### config.mk
export PLATFORM = sky130hd
export DESIGN_NAME = ght_type_mem
export DESIGN_NICKNAME = d
export VERILOG_FILES = /design/src/rtl/ght_pkg.sv /design/src/rtl/ght_type_mem.sv
export SDC_FILE = /design/constraint.sdc
export NUM_CORES = 2
export LEC_CHECK = 0
export BUFFER_PORTS_ARGS = -buffer_cell sky130_fd_sc_hd__buf_2
export CELL_PAD_IN_SITES_DETAIL_PLACEMENT = 0
export CELL_PAD_IN_SITES_GLOBAL_PLACEMENT = 1
export CORE_MARGIN = 4
export CORE_UTILIZATION = 24
export CTS_BUF_LIST = sky130_fd_sc_hd__clkbuf_16
export DETAILED_ROUTE_END_ITERATION = 6
export GPL_TIMING_DRIVEN = 1
export PLACE_DENSITY = 0.46
export SYNTH_ARGS = -nofsm -noshare
export SYNTH_HDL_FRONTEND = slang
export SYNTH_SLANG_ARGS = --single-unit
### constraint.sdc
create_clock -name i_clk -period 5.3 [get_ports i_clk]
set_clock_uncertainty 0.2 [all_clocks]
set_input_delay 1.59 -clock i_clk [delete_from_list [all_inputs] [get_ports i_clk]]
set_output_delay 1.59 -clock i_clk [all_outputs]
set_load 0.02 [all_outputs]
### src/rtl/ght_pkg.sv
// ============================================================================
// ght_pkg
// Shared types and codes of the generational handle table.
// ============================================================================
`default_nettype none

package ght_pkg;

    // Default table sizes
    localparam int DEF_SLOTS = 256;
    localparam int DEF_TYPES = 64;

    // Register reset values
    localparam logic [8:0] OBJ_LIMIT_RST  = 9'd256;
    localparam logic [6:0] TYPE_LIMIT_RST = 7'd64;

    // Configuration register indexes
    localparam logic CFG_OBJ_LIMIT  = 1'b0;
    localparam logic CFG_TYPE_LIMIT = 1'b1;

    // Commands
    localparam logic [2:0] CMD_CREATE   = 3'd0;
    localparam logic [2:0] CMD_VALIDATE = 3'd1;
    localparam logic [2:0] CMD_VAL_ACQ  = 3'd2;
    localparam logic [2:0] CMD_ACQUIRE  = 3'd3;
    localparam logic [2:0] CMD_RELEASE  = 3'd4;
    localparam logic [2:0] CMD_DESTROY  = 3'd5;

    // Result status codes
    localparam logic [2:0] ST_OK           = 3'd0;
    localparam logic [2:0] ST_BAD_TYPE     = 3'd1;
    localparam logic [2:0] ST_CAPACITY     = 3'd2;
    localparam logic [2:0] ST_BAD_HANDLE   = 3'd3;
    localparam logic [2:0] ST_GEN_MISMATCH = 3'd4;
    localparam logic [2:0] ST_REF_OVERFLOW = 3'd5;
    localparam logic [2:0] ST_NOT_ACQUIRED = 3'd6;
    localparam logic [2:0] ST_STILL_REF    = 3'd7;

    // One slot entry
    typedef struct packed {
        logic        active;
        logic [31:0] gen;
        logic [31:0] refs;
    } t_slot_entry;

endpackage

`default_nettype wire

### src/rtl/ght_type_mem.sv
// ============================================================================
// ght_type_mem
// Type id store: one write port, one read port with registered read data.
// ============================================================================
`default_nettype none

module ght_type_mem
    import ght_pkg::*;
#(
    parameter int TYPES = DEF_TYPES,
    parameter int TAW   = (TYPES > 1) ? $clog2(TYPES) : 1
) (
    input  wire logic           i_clk,
    input  wire logic           i_we,
    input  wire logic [TAW-1:0] i_waddr,
    input  wire logic [31:0]    i_wdata,
    input  wire logic [TAW-1:0] i_raddr,
    output logic [31:0]         o_rdata
);

    logic [31:0] mem [TYPES];
    logic [31:0] r_rdata;

    // Write one id, read one id
    always_ff @(posedge i_clk) begin
        if (i_we) begin
            mem[i_waddr] <= i_wdata;
        end
        r_rdata <= mem[i_raddr];
    end

    assign o_rdata = r_rdata;

endmodule

`default_nettype wire

### Word-level counts from Yosys, hierarchy flattened

Memories as Yosys holds them, arrays and structs flattened. A register that Yosys moved wholly into a read port is not among the register bits.
Cells that the tools add are included.

| word-level totals | value |
|---|---|
| output and inout bits | 32 |
| memory bits (writable) | 2048 |
| memories | 1 |
| input port bits | 46 |
| latch bits | 0 |
| bits in read-only memories | 0 |
| bits in registers | 0 |

| operators by class | value |
|---|---|
| bitwise operators | 0 |
| eq/ne operators | 0 |
| div/mod/pow operators | 0 |
| shift operators | 0 |
| multiply operators | 0 |
| add/subtract/negate cells | 0 |
| reduce and logical (&&, ||, !) cells | 0 |
| order comparisons | 0 |
| multiplexer cells | 2 |

Memories:

| name | words | bits a word | rd ports | clocked after memory_dff | wr ports | line | text |
|---|---|---|---|---|---|---|---|
| mem | 64 | 32 | 1 | 1 | 1 | ght_type_mem.sv:21 | `logic [31:0] mem [TYPES];` |

Operators by type and width:

| kind | number |
|---|---|
| 2-to-1 mux 1 bit | 2 |

### Depth between registers and ports, before layout

| logic depth | value |
|---|---|
| word-level depth | 2 |
| gate-level depth with buffers | 10 |
| depth with buffers taken out | 5 |

### Worst setup path after synthesis

No wires, ideal clock.

| timing path | value |
|---|---|
| kind | input-to-reg |
| start point | in i_waddr[3] |
| end point | mem mem[48][0], enable pin |
| setup slack | 0.350 ns |
| arrival | 4.289 ns |
| setup time | 0.461 ns |
| cell stages on the path | 4 |
| path buffers | 1 |
| cells stage by stage | clkbuf_1 > nor2b_1 > nand4b_1 > nor3_1 |

RTL lines:

| element | line | text |
|---|---|---|
| start: declaration | ght_type_mem.sv:15 | `input wire logic [TAW-1:0] i_waddr,` |
| end: declaration | ght_type_mem.sv:21 |  |

No word-level cell before the write port.

==> reports/qor.txt <==
Status: finished, final reports clean
Synth-to-layout area growth: 18.7%
Busiest grt layer: met2
Hold depth: 4
Starting DRT DRC Count: 3628
Final setup fails: 0
Crit. End Element: register
Die span in x: 580 um
Total wire length: 234 mm
Largest net degree at the start of global routing: 70
Post-synth ARST share: 0%
Clock power share: 42.0%
Post-DRT Antenna Nets: 0
Sw Pwr: 7630 uW
Number of synthesized flops with an enable pin: 2048
Number of fillers in the final layout: 31700
Post-Syn Instances: 3324
Yosys cell types: 34
Final Wtd Congestion: 0.719
Post-CTS Setup Inserts: 0
Minimum clock period: 4120 ps
Final Hold Fails: 0
Pleak: 0.0286 uW
Slowest stage delay, CP: 750 ps
Via count: 37000
Largest area contributor in the netlist: edfxtp_1
Cell Area, Synth: 0.0785 sq mm
Syn_nets: 3370
Final Slew Violations: 0
Crit path cell chain: buf_8 -> buf_12 -> buf_12 -> buf_4 -> mux4_2 -> o22ai_1 -> nor2_1 -> a21oi_1 -> nor2_1
Most frequent cell after synthesis: edfxtp_1
Rel. slew slack: 15.7%
Core ar.: 0.325 sq mm
Worst Path Arrival: 4600 ps
GR Layer Usage met1: 19.4%
Sequential share of power: 52.9%
Inserted Clock Buffers: 217
#FFs+latches synth: 2080
Starting Density: 24.2%
Startpoint Class: primary input
Fmax achieved: 242 MHz
Initial antenna violation count: 24
Routed len/inst: 28.7 um
Clock latency on the worst-skew pair: 860 ps
Worst vdd ir: 0.000362 V
Met2 usage: 21.7%
Number of global-route vias before repair: 38300
Pwr dens: 372 mW/mm^2
Die ar.: 0.336 sq mm
Clk pin slew, worst setup/hold paths: 60 ps
Syn Area/Cell: 23.6 sq um
Hold Buf Count CTS: 0
First-pass DRT Iterations: 5
Period utilization: 77.8%
Nets@finish: 3704
Synth top cells by count: edfxtp_1, mux4_2, nor2_1, mux2i_1, o22ai_1
I/O pins: 78
Sequential area share after synthesis: 79.1%
DP HPWL: 135 mm
Worst-path maximum fanout: 31
Clock tree root driver cell: clkbuf_16
Syn. warnings: 0
Gr ovfl total: 0
Std cell rows: 209
Dominant synthesized flop cell: edfxtp_1
Final Util: 28.7%
Sw Ratio: 22.0%
CTS tree: yes
Pin slew with the least headroom to its limit: 1260 ps
Clock sink total: 2080
Met3 usage: 2.47%
GRT Resource Usage Total: 13.7%
RSZ-0062 raised after global routing: no
Critical path data required time: 5770 ps
Max-Cap Viols: 0
Bufs on Longest Clock Path: 3
Area fraction of the dominant cell type after synthesis: 78.3%
Synth top area cells: edfxtp_1, mux4_2, mux2i_1
First-pass GRT wire length: 323 mm
TNS Setup: 0 ps
Share of cells above drive strength 1: 31.3%
Critical path type: in -> reg
DP Area: 0.0864 sq mm
Min-delay worst type: reg -> reg
Resized Gates After CTS: 0
Combinational Power Share: 5.1%
H-tree levels: 4
Slowest cell on the critical path: a21oi_1
Fin area: 0.0932 sq mm
P_int: 27000 uW
Vert. Die Dim: 580 um
# DRC: 0
Routed vias/inst: 4.53
R2R cell count: 4
I/O Buffers: 77
==> metal layers <==
layer | up-vias | part of all wire [%]
met5 | - | 0.024
met4 | 10 | 2.4
met3 | 320 | 4.7
met2 | 944 | 47
met1 | 20800 | 46
li1 | 15000 | -
==> worst max-delay path, delay by kind of cell <==
family	cells	cell delay [ps]
buf+inv	4	1250
compound gates	2	940
simple gates	2	190
mux	1	520
==> registers in the layout, summed over array words and instances (netlist names) <==
register	count
mem	2048
o_rdata	32
==> cell type report <==
cell class | instances | area [sq um] | area share [%]
Antenna cell | 4 | 10.0 | 0.0107
Clock buffer | 220 | 5510 | 5.91
Clock inverter | 188 | 1280 | 1.37
Multi-Input combinational cell | 1062 | 16000 | 17.1
Sequential cell | 2080 | 62100 | 66.7
Tap cell | 4325 | 5410 | 5.81
Timing Repair Buffer | 297 | 2870 | 3.08
==> cell usage in the layout, fill, tap and decap left out, types with 4 or more instances in the layout <==
master / instances
nor2_1: 75
a311oi_1: 8
inv_6: 5
nand2b_1: 7
dfxtp_1: 32
clkbuf_16: 220
a21oi_1: 62
inv_1: 66
o22ai_1: 84
buf_2: 73
buf_4: 156
diode_2: 4
buf_12: 64
mux4_2: 544
a41o_1: 4
nor2_4: 62
clkinvlp_4: 6
nand3_1: 5
nor3_1: 5
bufinv_16: 13
mux2i_1: 93
edfxtp_1: 2048
nand3b_1: 5
o221ai_1: 27
nand2_1: 25
and3_1: 4
clkinv_8: 4
clkinv_1: 50
nor2b_1: 15
clkinv_2: 38
a22oi_1: 12
o32ai_1: 4
==> cell families after synthesis <==
kind of cell	count (synthesis)	synth area share [%]
AO/OA/AOI/OAI	202	1.67
buffers and inverters	182	1.13
flip-flops	2080	79.1
multiplexers	637	16.8
AND/OR/NAND/NOR	223	1.27
==> power groups by stage <==
stage	clock [uW]	sequential [uW]	combinational, uW
after floorplan	0	18600	886
after global placement	0	18700	1830
after detailed placement	0	18700	1830
after CTS	15000	18300	1840
after global routing	15700	18300	1900
final	14600	18300	1770
==> stage by stage <==
| stage | power (uW) | std cells | setup WS, ps | hold slack [ps] |
|---|---|---|---|---|
| finish | 34600 | 8176 | 1180 | 570 |
| global route | 35900 | 8174 | 1100 | 625 |
| CTS | 35100 | 8172 | 1080 | 573 |
| detailed placement | 20500 | 7764 | 144 | 557 |
| global placement | 20500 | 7764 | 121 | 589 |
| floorplan | 19500 | 3324 | 350 | 463 |
==> path summary, 6_finish.rpt <==
| kind | end | from | slack (ps) |
|---|---|---|---|
| max | o_rdata[9] | i_raddr[0] | 1180 |
| min | o_rdata[4] | mem[12][4] | 570 |
| min reg2reg | o_rdata[4] | mem[12][4] | 570 |
| max reg2reg | o_rdata[11] | mem[13][11] | 2670 |
(Power assumes the default switching activity.)
